File: src/hdl/cdo_pkg.sv
`timescale 1ns / 1ps
// ----------------------------------------------------------------------------
// cdo_pkg
// Shared types, constants and the month length table for the calendar
// day offset block.
// ----------------------------------------------------------------------------
package cdo_pkg;

  // Field widths of the command and result transfers.
  localparam int DayW   = 5;
  localparam int MonW   = 4;
  localparam int YearW  = 14;
  localparam int CountW = 16;

  // Internal working widths: the day accumulator spans -65535..65566 and
  // the working year stays within a few hundred years of 0..16383.
  localparam int DayAccW  = 18;
  localparam int YearAccW = 16;

  localparam logic [MonW-1:0]  MonthsPerYear = 4'd12;
  localparam logic [MonW-1:0]  FirstMonth    = 4'd1;
  localparam logic [YearW-1:0] YearMax       = 14'd9999;

  // Direction codes.
  localparam logic ActAdd = 1'b0;
  localparam logic ActSub = 1'b1;

  // Commands from the controller to the datapath.
  typedef struct packed {
    logic load;       // Capture a new date and apply the day count.
    logic step_fwd;   // Consume the current month and move to the next.
    logic step_back;  // Borrow the previous month's days.
    logic finish;     // Saturate the year and register the result.
  } cdo_cmd_t;

  // Status from the datapath to the controller.
  typedef struct packed {
    logic day_gt_len;  // Day exceeds the length of the current month.
    logic day_lt_one;  // Day is below the first of the month.
  } cdo_stat_t;

  // Month length in a calendar without leap years; anything outside
  // 1..12 counts as a 31-day month.
  function automatic logic [DayW-1:0] month_len(input logic [MonW-1:0] m);
    logic [DayW-1:0] len;
    unique case (m)
      4'd2:                      len = 5'd28;
      4'd4, 4'd6, 4'd9, 4'd11:   len = 5'd30;
      default:                   len = 5'd31;
    endcase
    return len;
  endfunction

endpackage

File: src/hdl/calendar_day_offset_core.sv
`timescale 1ns / 1ps
// ----------------------------------------------------------------------------
// calendar_day_offset_core
// Moves a date by a signed number of days in a calendar without leap years.
// ----------------------------------------------------------------------------
// A command transfer happens when start is high and busy is low. The block
// then walks the date one month per clock cycle through a single month
// step unit, crossing up to about 2200 months for a count of 65535. The
// result is shown for exactly one cycle with out_valid high; out_valid
// rises at the same clock edge at which busy falls. There is no
// backpressure, so the receiver must take it in that cycle. The result
// ports hold their value until the next result. A new command may be
// started in the cycle that out_valid is high.
module calendar_day_offset_core import cdo_pkg::*; (
  input  logic              clk,
  input  logic              rst_n,
  input  logic              start,
  output logic              busy,
  input  logic              in_action,
  input  logic [DayW-1:0]   in_day_in,
  input  logic [MonW-1:0]   in_month_in,
  input  logic [YearW-1:0]  in_year_in,
  input  logic [CountW-1:0] in_day_count,
  output logic              out_valid,
  output logic [DayW-1:0]   out_day_out,
  output logic [MonW-1:0]   out_month_out,
  output logic [YearW-1:0]  out_year_out,
  output logic              out_year_overflow
);

  cdo_cmd_t  cmd;
  cdo_stat_t stat;

  // Sequencer.
  cdo_ctrl u_ctrl (
    .clk       (clk),
    .rst_n     (rst_n),
    .start     (start),
    .stat      (stat),
    .cmd       (cmd),
    .busy      (busy),
    .out_valid (out_valid)
  );

  // Date registers and month step logic.
  cdo_dpath u_dpath (
    .clk           (clk),
    .cmd           (cmd),
    .action        (in_action),
    .day_in        (in_day_in),
    .month_in      (in_month_in),
    .year_in       (in_year_in),
    .day_count     (in_day_count),
    .stat          (stat),
    .day_out       (out_day_out),
    .month_out     (out_month_out),
    .year_out      (out_year_out),
    .year_overflow (out_year_overflow)
  );

endmodule

File: src/hdl/cdo_dpath.sv
`timescale 1ns / 1ps
// ----------------------------------------------------------------------------
// cdo_dpath
// Date registers, one-month step logic and the saturating result stage.
// ----------------------------------------------------------------------------
module cdo_dpath import cdo_pkg::*; (
  input  logic                clk,
  input  cdo_cmd_t            cmd,
  input  logic                action,
  input  logic [DayW-1:0]     day_in,
  input  logic [MonW-1:0]     month_in,
  input  logic [YearW-1:0]    year_in,
  input  logic [CountW-1:0]   day_count,
  output cdo_stat_t           stat,
  output logic [DayW-1:0]     day_out,
  output logic [MonW-1:0]     month_out,
  output logic [YearW-1:0]    year_out,
  output logic                year_overflow
);

  logic signed [DayAccW-1:0]  day_r, day_nxt;
  logic [MonW-1:0]            mon_r, mon_nxt;
  logic signed [YearAccW-1:0] year_r, year_nxt;

  logic [DayW-1:0]            day_out_r;
  logic [MonW-1:0]            mon_out_r;
  logic [YearW-1:0]           year_out_r;
  logic                       ovf_r;

  logic [MonW-1:0]            mon_prev;
  logic [DayW-1:0]            len_cur, len_prev;
  logic signed [DayAccW-1:0]  len_cur_ext, len_prev_ext;
  logic [DayAccW-1:0]         day_ext, cnt_ext;
  logic signed [YearAccW-1:0] year_ext;

  // Month lengths for the current and the preceding month.
  assign mon_prev     = (mon_r == FirstMonth) ? MonthsPerYear : mon_r - 4'd1;
  assign len_cur      = month_len(mon_r);
  assign len_prev     = month_len(mon_prev);
  assign len_cur_ext  = $signed({{(DayAccW-DayW){1'b0}}, len_cur});
  assign len_prev_ext = $signed({{(DayAccW-DayW){1'b0}}, len_prev});

  assign day_ext  = {{(DayAccW-DayW){1'b0}}, day_in};
  assign cnt_ext  = {{(DayAccW-CountW){1'b0}}, day_count};
  assign year_ext = $signed({{(YearAccW-YearW){1'b0}}, year_in});

  // Status for the controller.
  assign stat.day_gt_len = (day_r > len_cur_ext);
  assign stat.day_lt_one = (day_r < $signed(18'sd1));

  // Next working date: load, or one month step in either direction.
  always_comb begin
    day_nxt  = day_r;
    mon_nxt  = mon_r;
    year_nxt = year_r;
    priority if (cmd.load) begin
      day_nxt = (action == ActSub) ? $signed(day_ext - cnt_ext)
                                   : $signed(day_ext + cnt_ext);
      if (month_in == 4'd0) begin
        mon_nxt  = MonthsPerYear;
        year_nxt = year_ext - 16'sd1;
      end else if (month_in > MonthsPerYear) begin
        mon_nxt  = month_in - MonthsPerYear;
        year_nxt = year_ext + 16'sd1;
      end else begin
        mon_nxt  = month_in;
        year_nxt = year_ext;
      end
    end else if (cmd.step_fwd) begin
      day_nxt = day_r - len_cur_ext;
      if (mon_r == MonthsPerYear) begin
        mon_nxt  = FirstMonth;
        year_nxt = year_r + 16'sd1;
      end else begin
        mon_nxt = mon_r + 4'd1;
      end
    end else if (cmd.step_back) begin
      day_nxt = day_r + len_prev_ext;
      mon_nxt = mon_prev;
      if (mon_r == FirstMonth) begin
        year_nxt = year_r - 16'sd1;
      end
    end else begin
      // No command: the working date holds.
      day_nxt  = day_r;
      mon_nxt  = mon_r;
      year_nxt = year_r;
    end
  end

  always_ff @(posedge clk) begin
    day_r  <= day_nxt;
    mon_r  <= mon_nxt;
    year_r <= year_nxt;
  end

  // Result registers, with the year saturated to 0..9999.
  always_ff @(posedge clk) begin
    if (cmd.finish) begin
      day_out_r <= day_r[DayW-1:0];
      mon_out_r <= mon_r;
      if (year_r < 16'sd0) begin
        year_out_r <= '0;
        ovf_r      <= 1'b1;
      end else if (year_r > $signed({2'b00, YearMax})) begin
        year_out_r <= YearMax;
        ovf_r      <= 1'b1;
      end else begin
        year_out_r <= year_r[YearW-1:0];
        ovf_r      <= 1'b0;
      end
    end
  end

  assign day_out       = day_out_r;
  assign month_out     = mon_out_r;
  assign year_out      = year_out_r;
  assign year_overflow = ovf_r;

endmodule

File: src/hdl/cdo_ctrl.sv
`timescale 1ns / 1ps
// ----------------------------------------------------------------------------
// cdo_ctrl
// Sequencer: loads a command, walks months forward, then backward, and
// strobes the result.
// ----------------------------------------------------------------------------
module cdo_ctrl import cdo_pkg::*; (
  input  logic      clk,
  input  logic      rst_n,
  input  logic      start,
  input  cdo_stat_t stat,
  output cdo_cmd_t  cmd,
  output logic      busy,
  output logic      out_valid
);

  localparam logic [1:0] S_IDLE = 2'd0;
  localparam logic [1:0] S_FWD  = 2'd1;
  localparam logic [1:0] S_BACK = 2'd2;

  logic [1:0] state_r, state_nxt;
  logic       valid_r, valid_nxt;

  // Next state and datapath commands.
  always_comb begin
    state_nxt = state_r;
    valid_nxt = 1'b0;
    cmd       = '0;
    unique case (state_r)
      S_IDLE: begin
        if (start) begin
          cmd.load  = 1'b1;
          state_nxt = S_FWD;
        end
      end
      S_FWD: begin
        if (stat.day_gt_len) begin
          cmd.step_fwd = 1'b1;
        end else begin
          state_nxt = S_BACK;
        end
      end
      S_BACK: begin
        if (stat.day_lt_one) begin
          cmd.step_back = 1'b1;
        end else begin
          cmd.finish = 1'b1;
          valid_nxt  = 1'b1;
          state_nxt  = S_IDLE;
        end
      end
      default: begin
        state_nxt = S_IDLE;
      end
    endcase
  end

  always_ff @(posedge clk) begin
    if (!rst_n) begin
      state_r <= S_IDLE;
      valid_r <= 1'b0;
    end else begin
      state_r <= state_nxt;
      valid_r <= valid_nxt;
    end
  end

  assign busy      = (state_r != S_IDLE);
  assign out_valid = valid_r;

endmodule

File: config.mk
export PLATFORM = sky130hd
export DESIGN_NAME = calendar_day_offset_core
export DESIGN_NICKNAME = d
export VERILOG_FILES = /design/src/hdl/cdo_pkg.sv /design/src/hdl/calendar_day_offset_core.sv /design/src/hdl/cdo_dpath.sv /design/src/hdl/cdo_ctrl.sv
export SDC_FILE = /design/constraint.sdc
export NUM_CORES = 1
export LEC_CHECK = 0
export ABC_AREA = 1
export BUFFER_PORTS_ARGS = -buffer_cell sky130_fd_sc_hd__buf_4
export CORE_ASPECT_RATIO = 1.5
export CORE_MARGIN = 2
export CORE_UTILIZATION = 50
export CTS_CLUSTER_SIZE = 16
export DETAILED_ROUTE_END_ITERATION = 8
export HOLD_SLACK_MARGIN = 0.12
export PLACE_DENSITY = 0.69
export SYNTH_ARGS = -nofsm -noshare
export SYNTH_HDL_FRONTEND = slang
export SYNTH_SLANG_ARGS = --single-unit
File: constraint.sdc
create_clock -name clk -period 6 [get_ports clk]
set_input_delay 0.3 -clock clk [delete_from_list [all_inputs] [get_ports clk]]
set_output_delay 0.3 -clock clk [all_outputs]
set_load 0.01 [all_outputs]
==> summary.md, run 1 <==
| Metric | Value |
|---|---|
| Crit path kind | `reg2reg` |
| CTS tree | `yes` |
| Max_slew headroom | `0.394` |
| Synthesized cell area | `6760 um2` |
| Critical path peak fanout | `40` |
| Post-CTS resize count | `0` |
| Hold WS | `0.177 ns` |
| Max Freq | `0.226 GHz` |
| Final hold vios | `0` |
| Crit end category | `flop` |
| Core Area | `13300 um2` |
| Seq cells post-synth | `65` |
| Min-delay worst type | `in2reg` |
| Power density over the cells | `347 nW/um2` |
| GRT overflow | `0` |
| Mean Syn Cell Area | `6.52 um2` |
| Placed Instances | `roughly 1200` |
| Critical R2R Launch | `u_dpath.mon_r[0]` |
| Status | `complete, no violations` |
| Sw Share | `0.430` |
| Clock power share | `0.234` |
| Synth unique cells | `42` |
| H-tree depth reported by CTS | `3` |
| Commonest non-fill, non-tap cell in the layout | `nand2_1` |
| RSZ-0062 raised after global routing | `false` |
| Pre-CTS setup slack | `1.61 ns` |
| CTS Buffer Depth | `2` |
| Setup Skew | `0.00755 ns` |
| First-pass GRT wire length | `29600 um` |
| Fin crit period | `4.42 ns` |
| Die area | `14500 um2` |
| CTS Buf Count | `9` |
| Synth area leader | `edfxtp_1` |
| FFs w/ async S/R, synth | `0` |
| Port bufs | `68` |
| Ys Warns | `0` |
| Die W | `99.0 um` |
| Share of post-route cells with drive strength above 1 | `0.107` |
| P_int | `1530 uW` |
| Crit. Startpoint | `u_dpath.mon_r[0]` |
| Power after layout | `2680 uW` |
| Critical path arrival | `4.53 ns` |
| Number of global-route vias before repair | `6342` |
| Number of setup buffers added after CTS | `0` |
| Top post-synthesis cells by area | `edfxtp_1 28%, nand2_1 19%, inv_1 7.4%, ha_1 7.4%, nand3_1 7.0%` |
| CTS root buffer | `clkbuf_16` |
| 1st-iter DRT viols | `402` |
| Sequential element share of the synthesized area | `0.284` |
| Clock latency on the worst-skew pair | `0.35 ns` |
| Leakage Power | `0.00375 uW` |
| Net Sw Power | `1150 uW` |
| Hold buffers post-CTS | `0` |
| Register share of total power | `0.304` |
| Number of remaining DRC errors | `0` |
| Most frequent cells in the layout | `338 x nand2_1, 134 x inv_1, 100 x nor2_1, 94 x nand3_1, 72 x buf_4` |
| Initial antenna violation count | `0` |
| Antenna viol nets, final | `0` |
| Worst setup SP type | `flop` |
| Max-slew violation count | `0` |
| Routed WL per cell | `13.9 um` |
| Maximum vdd drop | `0.159 mV` |
| Setup ws final | `1.58 ns` |
| Post-synth EDFFs | `slightly above 60` |
| Synth top area share | `0.275` |
| Post-Syn Nets | `1125` |
| ANT cells | `0` |
| DR vias/cell | `5.34` |
| Synth Instances | `1037` |
| # IOs | `69` |
| Vias | `6733` |
| TNS Setup | `0 ns` |
| Req. time, crit path | `6.11 ns` |
| Post-DP HPWL | `13600 um` |
| Area growth from synthesis to layout | `14.0%` |
| Clock Sinks | `between 60 and 70` |
| Maxcap violations | `0` |
| # setup viols final | `0` |
| Hold path start | `rst_n` |
| GRT Util Overall | `0.250` |
| Pin count of the biggest net entering global routing | `41` |
| Final WL | `17600 um` |
| Final Net Count | `1181` |
| Row count | `between 50 and 60` |
| Starting Density | `0.507` |
| Most used DFF post-synth | `edfxtp_1` |
| Worst slew pin tran | `approximately 0.9 ns` |
| Tcrit/Tclk final | `0.737` |
| Worst-path clk slew | `0.06 ns` |
| Die Ht | `146 um` |
| First-pass detailed-route iteration total | `5` |
| Logic pwr share | `0.462` |
| Routability cong. | `just over 0.9` |
| Non-filler cells, final | `roughly 1300` |
cells in the mapped netlist (11+ instances only):
cell,number
a21oi_1,46
edfxtp_1,62
ha_1,40
inv_1,134
nand2_1,338
nand3_1,94
nand4_1,22
nor2_1,100
nor3_1,17
o21ai_0,50
o21ai_1,11
xor2_1,25
critical path, cell delays in order, from the launching register on:
cell      delay, ns
edfxtp_1       0.47
inv_1          0.22
ha_1           0.22
inv_1          0.05
nor2_1         0.22
a21oi_1        0.08
ha_1           0.19
inv_1          0.08
fa_1           0.22
nand3_2        0.11
nor2_2         0.18
nor2_4         0.06
nand3_4        0.11
nand3_4        0.41
ha_1           0.57
nand3_1        0.09
nand2_1        0.14
inv_1          0.07
o21ai_0        0.29
nand3_1        0.15
nand2_1        0.08
nand2_1        0.05
nand3_1        0.06
nand2_1        0.06
power by group through the flow:
stage                     sequential [uW]  clock (uW)  combinational [uW]
after CTS                             811         631                1230
after global placement                818           0                1210
after floorplan                       753           0                 976
final                                 814         627                1240
after global routing                  830         644                1410
after detailed placement              820           0                1220
metrics by stage:
step           utilization  cell area [um2]
2_1_floorplan            -             6760
3_3_place_gp         0.552             7360
3_5_place_dp         0.552             7360
4_1_cts              0.578             7710
5_1_grt              0.578             7710
6_report             0.578             7710
worst paths after layout:
path / end / slack [ns] / cells after the start
worst max-delay path: u_dpath.year_r[14] / 1.58 / 23
worst min-delay path: u_ctrl.state_r[1] / 0.18 / 3
worst max register to register: u_dpath.year_r[14] / 1.58 / 23
worst min register to register: u_dpath.day_out[0] / 0.49 / 0
routing by layer:
layer  routed length (um)  global-route usage  vias up
met5                    0                   0        -
met4                  465              0.0932        0
met3                  842              0.0230       41
met2                 8760               0.449      193
met1                 7510               0.307     3006
li1                     -                   -     3493
sequential cells by signal (all words and copies together), names as in the netlist:
register / count
u_ctrl.out_valid: 1
u_ctrl.state_r: 2
u_dpath.day_out: 5
u_dpath.day_r: 18
u_dpath.mon_r: 4
u_dpath.month_out: 4
u_dpath.year_out: 14
u_dpath.year_overflow: 1
u_dpath.year_r: 16
kinds of logic (layout without fill, tap and decap cells):
kind of cell             count (synthesis)  in the layout  synth area share
AO/OA/AOI/OAI                          125            125            0.0990
flip-flops                              65             65             0.284
adder cells (fa/ha/maj)                 45             45            0.0888
AND/OR/NAND/NOR                        607            607             0.392
XOR/XNOR                                27             27            0.0350
buffers and inverters                  168            229             0.101
area by class of cell:
| type | instances | area, um2 |
|---|---|---|
| fillers | 1344 | 5630 |
| multi-input cells | 804 | 4170 |
| flip-flops and latches | 65 | 1920 |
| repair buffers | 72 | 541 |
| inverters | 141 | 529 |
| clock buffers | 9 | 225 |
| well taps | 162 | 203 |
| clock inverters | 7 | 126 |
Note: power is estimated with default switching activity, not from simulation.
==> inputs of run 2 (changes only) <==
Settings changed: PLACE_DENSITY 0.69 to 0.72.
Clock period 6 ns to 3.7 ns, I/O delays scaled along.
==> run 2 against run 1 <==
The flow now finishes with violations (setup timing). Core utilization is 5.0 points higher. Cell count increased by 3.8%. Die area did not move. Hold slack better by 0.019 ns. Critical path depth down 2. Largest cell class unchanged. Critical path type unchanged. Highest routed layer unchanged. First-iteration DRC count is 25% higher. Non-clock buffer count increased by 46. Cell area is 8.6% higher. Largest power group unchanged.
==> summary.md, run 2 (synthesis gave the netlist of run 1 again) <==
| Metric | Value |
|---|---|
| Die Ht | `146 um` |
| FF-to-FF path depth | `21` |
| TNS Setup | `-0.582 ns` |
| Final WL | `roughly 19000 um` |
| Hold Crit Endpoint | `u_dpath.year_r[3]` |
| First-pass detailed-route iteration total | `5` |
| H-tree depth reported by CTS | `3` |
| 1st-iter DRT viols | `503` |
| Largest register FFs | `18` |
| Final Net Count | `about 1200` |
| Leakage Power | `between 0.003 and 0.004 uW` |
| Min-delay worst type | `in2reg` |
| Antenna viol nets, final | `0` |
| Hold Path Depth | `3` |
| Initial antenna violation count | `0` |
| Post-DP HPWL | `14200 um` |
| Crit Reg-Reg Endpoint | `u_dpath.year_r[10]` |
| Worst slew pin tran | `0.814 ns` |
| RSZ-0062 raised after global routing | `true` |
| Die W | `99.0 um` |
| First-pass GRT wire length | `roughly 30000 um` |
| Crit path kind | `reg2reg` |
| Clock Sinks | `65` |
| Placed Instances | `1271` |
| Setup Skew | `0.00550 ns` |
| DR vias/cell | `5.43` |
| Routed WL per cell | `14.8 um` |
| Non-filler cells, final | `approximately 1300` |
| Critical path peak fanout | `8` |
| CTS tree | `yes` |
| Final hold vios | `0` |
| CTS Buf Count | `9` |
| Share of post-route cells with drive strength above 1 | `0.189` |
| Hold path start | `in_year_in[3]` |
| Tcrit/Tclk final | `1.03` |
| Power density over the cells | `574 nW/um2` |
| Most frequent cells in the layout | `333 x nand2_1, 128 x inv_1, 115 x buf_4, 94 x nor2_1, 91 x nand3_1` |
| R2r setup slk | `-0.12 ns` |
| Routability cong. | `0.990` |
| Core Area | `13300 um2` |
| Critical path arrival | `3.91 ns` |
| Clock latency on the worst-skew pair | `between 0.3 and 0.4 ns` |
| Max_slew headroom | `0.454` |
| Failing checks | `setup timing` |
| Starting Density | `0.507` |
| CTS root buffer | `clkbuf_16` |
| Pin count of the biggest net entering global routing | `38` |
| # fillers | `1213` |
| Maximum vdd drop | `0.251 mV` |
| GRT overflow | `0` |
| Commonest non-fill, non-tap cell in the layout | `nand2_1` |
| Vias | `7107` |
| CTS Buffer Depth | `2` |
| Number of remaining DRC errors | `0` |
| Register name with the most flops | `u_dpath.day_r` |
| Status | `finished with violations` |
| Max-slew violation count | `0` |
| ANT cells | `0` |
| Die area | `14500 um2` |
| Crit end category | `flop` |
| Port bufs | `68` |
| Max Freq | `~0.26 GHz` |
| Area growth from synthesis to layout | `23.8%` |
| GRT Util Overall | `0.252` |
| Fin crit period | `3.82 ns` |
| # IOs | `69` |
| Number of global-route vias before repair | `6515` |
| Worst-path clk slew | `0.06 ns` |
| Setup ws final | `-0.125 ns` |
| Row count | `52` |
| Req. time, crit path | `~3.8 ns` |
| # setup viols final | `10` |
| Worst setup SP type | `flop` |
| Critical R2R Launch | `u_dpath.mon_r[1]` |
| Maxcap violations | `0` |
## run 2: cell types whose count changed in the layout (fill, tap and decap cells not counted), moves of 6 or more
cell | before | now
a21oi_2 | 0 | 9
buf_4 | 72 | 115
nor2_1 | 100 | 94
o21ai_1 | 11 | 17
inv_1 | 134 | 128
ha_4 | 0 | 9
o21ai_0 | 50 | 41
a21oi_1 | 46 | 35
ha_1 | 40 | 27
## run 2: layout make-up
type | instances | area (um2) | share of cell area
clock buffers | 9 | 225 | 0.0269
multi-input cells | 806 | 4480 | 0.535
well taps | 162 | 203 | 0.0242
inverters | 141 | 532 | 0.0635
flip-flops and latches | 65 | 1920 | 0.230
repair buffers | 118 | 913 | 0.109
clock inverters | 7 | 103 | 0.0123
## run 2: metrics by stage
| stage | setup slack, ns | hold slack [ns] | area (um2) | util | power, uW |
|---|---|---|---|---|---|
| detailed placement | -0.0448 | 0.419 | 7580 | 0.568 | 3450 |
| global route | -0.288 | 0.212 | 8370 | 0.628 | 5130 |
| CTS | -0.0105 | 0.195 | 7940 | 0.595 | 4430 |
| finish | -0.125 | 0.196 | 8370 | 0.628 | 4810 |
| floorplan | 0.0132 | 0.311 | 6770 | - | 2810 |
| global placement | 0.0525 | 0.414 | 7580 | 0.568 | 3430 |
## run 2: per-layer routing
| layer | vias to the layer above | wire length, um | track usage |
|---|---|---|---|
| li1 | 3594 | - | - |
| met1 | 3228 | 8050 | 0.305 |
| met2 | 222 | 9560 | 0.435 |
| met3 | 63 | 952 | 0.0369 |
| met4 | 0 | 800 | 0.118 |
| met5 | - | 0 | 0 |
## run 2: worst max path at each step
| stage | depth (start not counted) | startpoint | to | slack, ns |
|---|---|---|---|---|
| after floorplan | 26 | u_dpath.mon_r[0] | u_dpath.year_r[14] | 0.01 |
| after global placement | 24 | u_dpath.mon_r[0] | u_dpath.year_r[14] | 0.05 |
| after detailed placement | 25 | u_dpath.mon_r[0] | u_dpath.year_r[14] | -0.04 |
| after CTS | 25 | u_dpath.mon_r[1] | u_dpath.year_r[14] | -0.01 |
| after global routing | 23 | u_dpath.mon_r[1] | u_dpath.year_r[15] | -0.29 |
| final | 21 | u_dpath.mon_r[1] | u_dpath.year_r[10] | -0.12 |
## run 2: repair_timing
action | in CTS | in global routing
setup endpoints to repair | 6 | 39
pin swaps | 0 | 18
gates cloned | 0 | 2
hold buffers | 1 | 0
endpoints found under the hold margin | 3 | 0
buffers inserted | 3 | 15
gates resized for setup | 1 | 68
## run 2: report_power, final
group	leakage (uW)	switching [uW]	internal [uW]	total, uW
logic	0.00321	1510	1030	2530
registers	0.000608	242	1090	1330
clock network	0.000157	350	597	947
total	0.00397	2100	2710	4810
## run 2: worst max-delay path, stage by stage (launching register included)
cell,delay [ns]
edfxtp_1,0.46
inv_2,0.09
ha_2,0.19
o21ai_2,0.13
nand2_1,0.10
a21oi_2,0.13
ha_1,0.16
inv_2,0.05
fa_2,0.39
nand3_4,0.10
nor2_4,0.05
nor2_4,0.13
nand3_4,0.19
nand3_4,0.22
buf_4,0.14
ha_1,0.23
nand2_1,0.06
nand2_1,0.07
o21bai_2,0.22
nand3b_1,0.21
o21ai_1,0.16
nand2_1,0.07
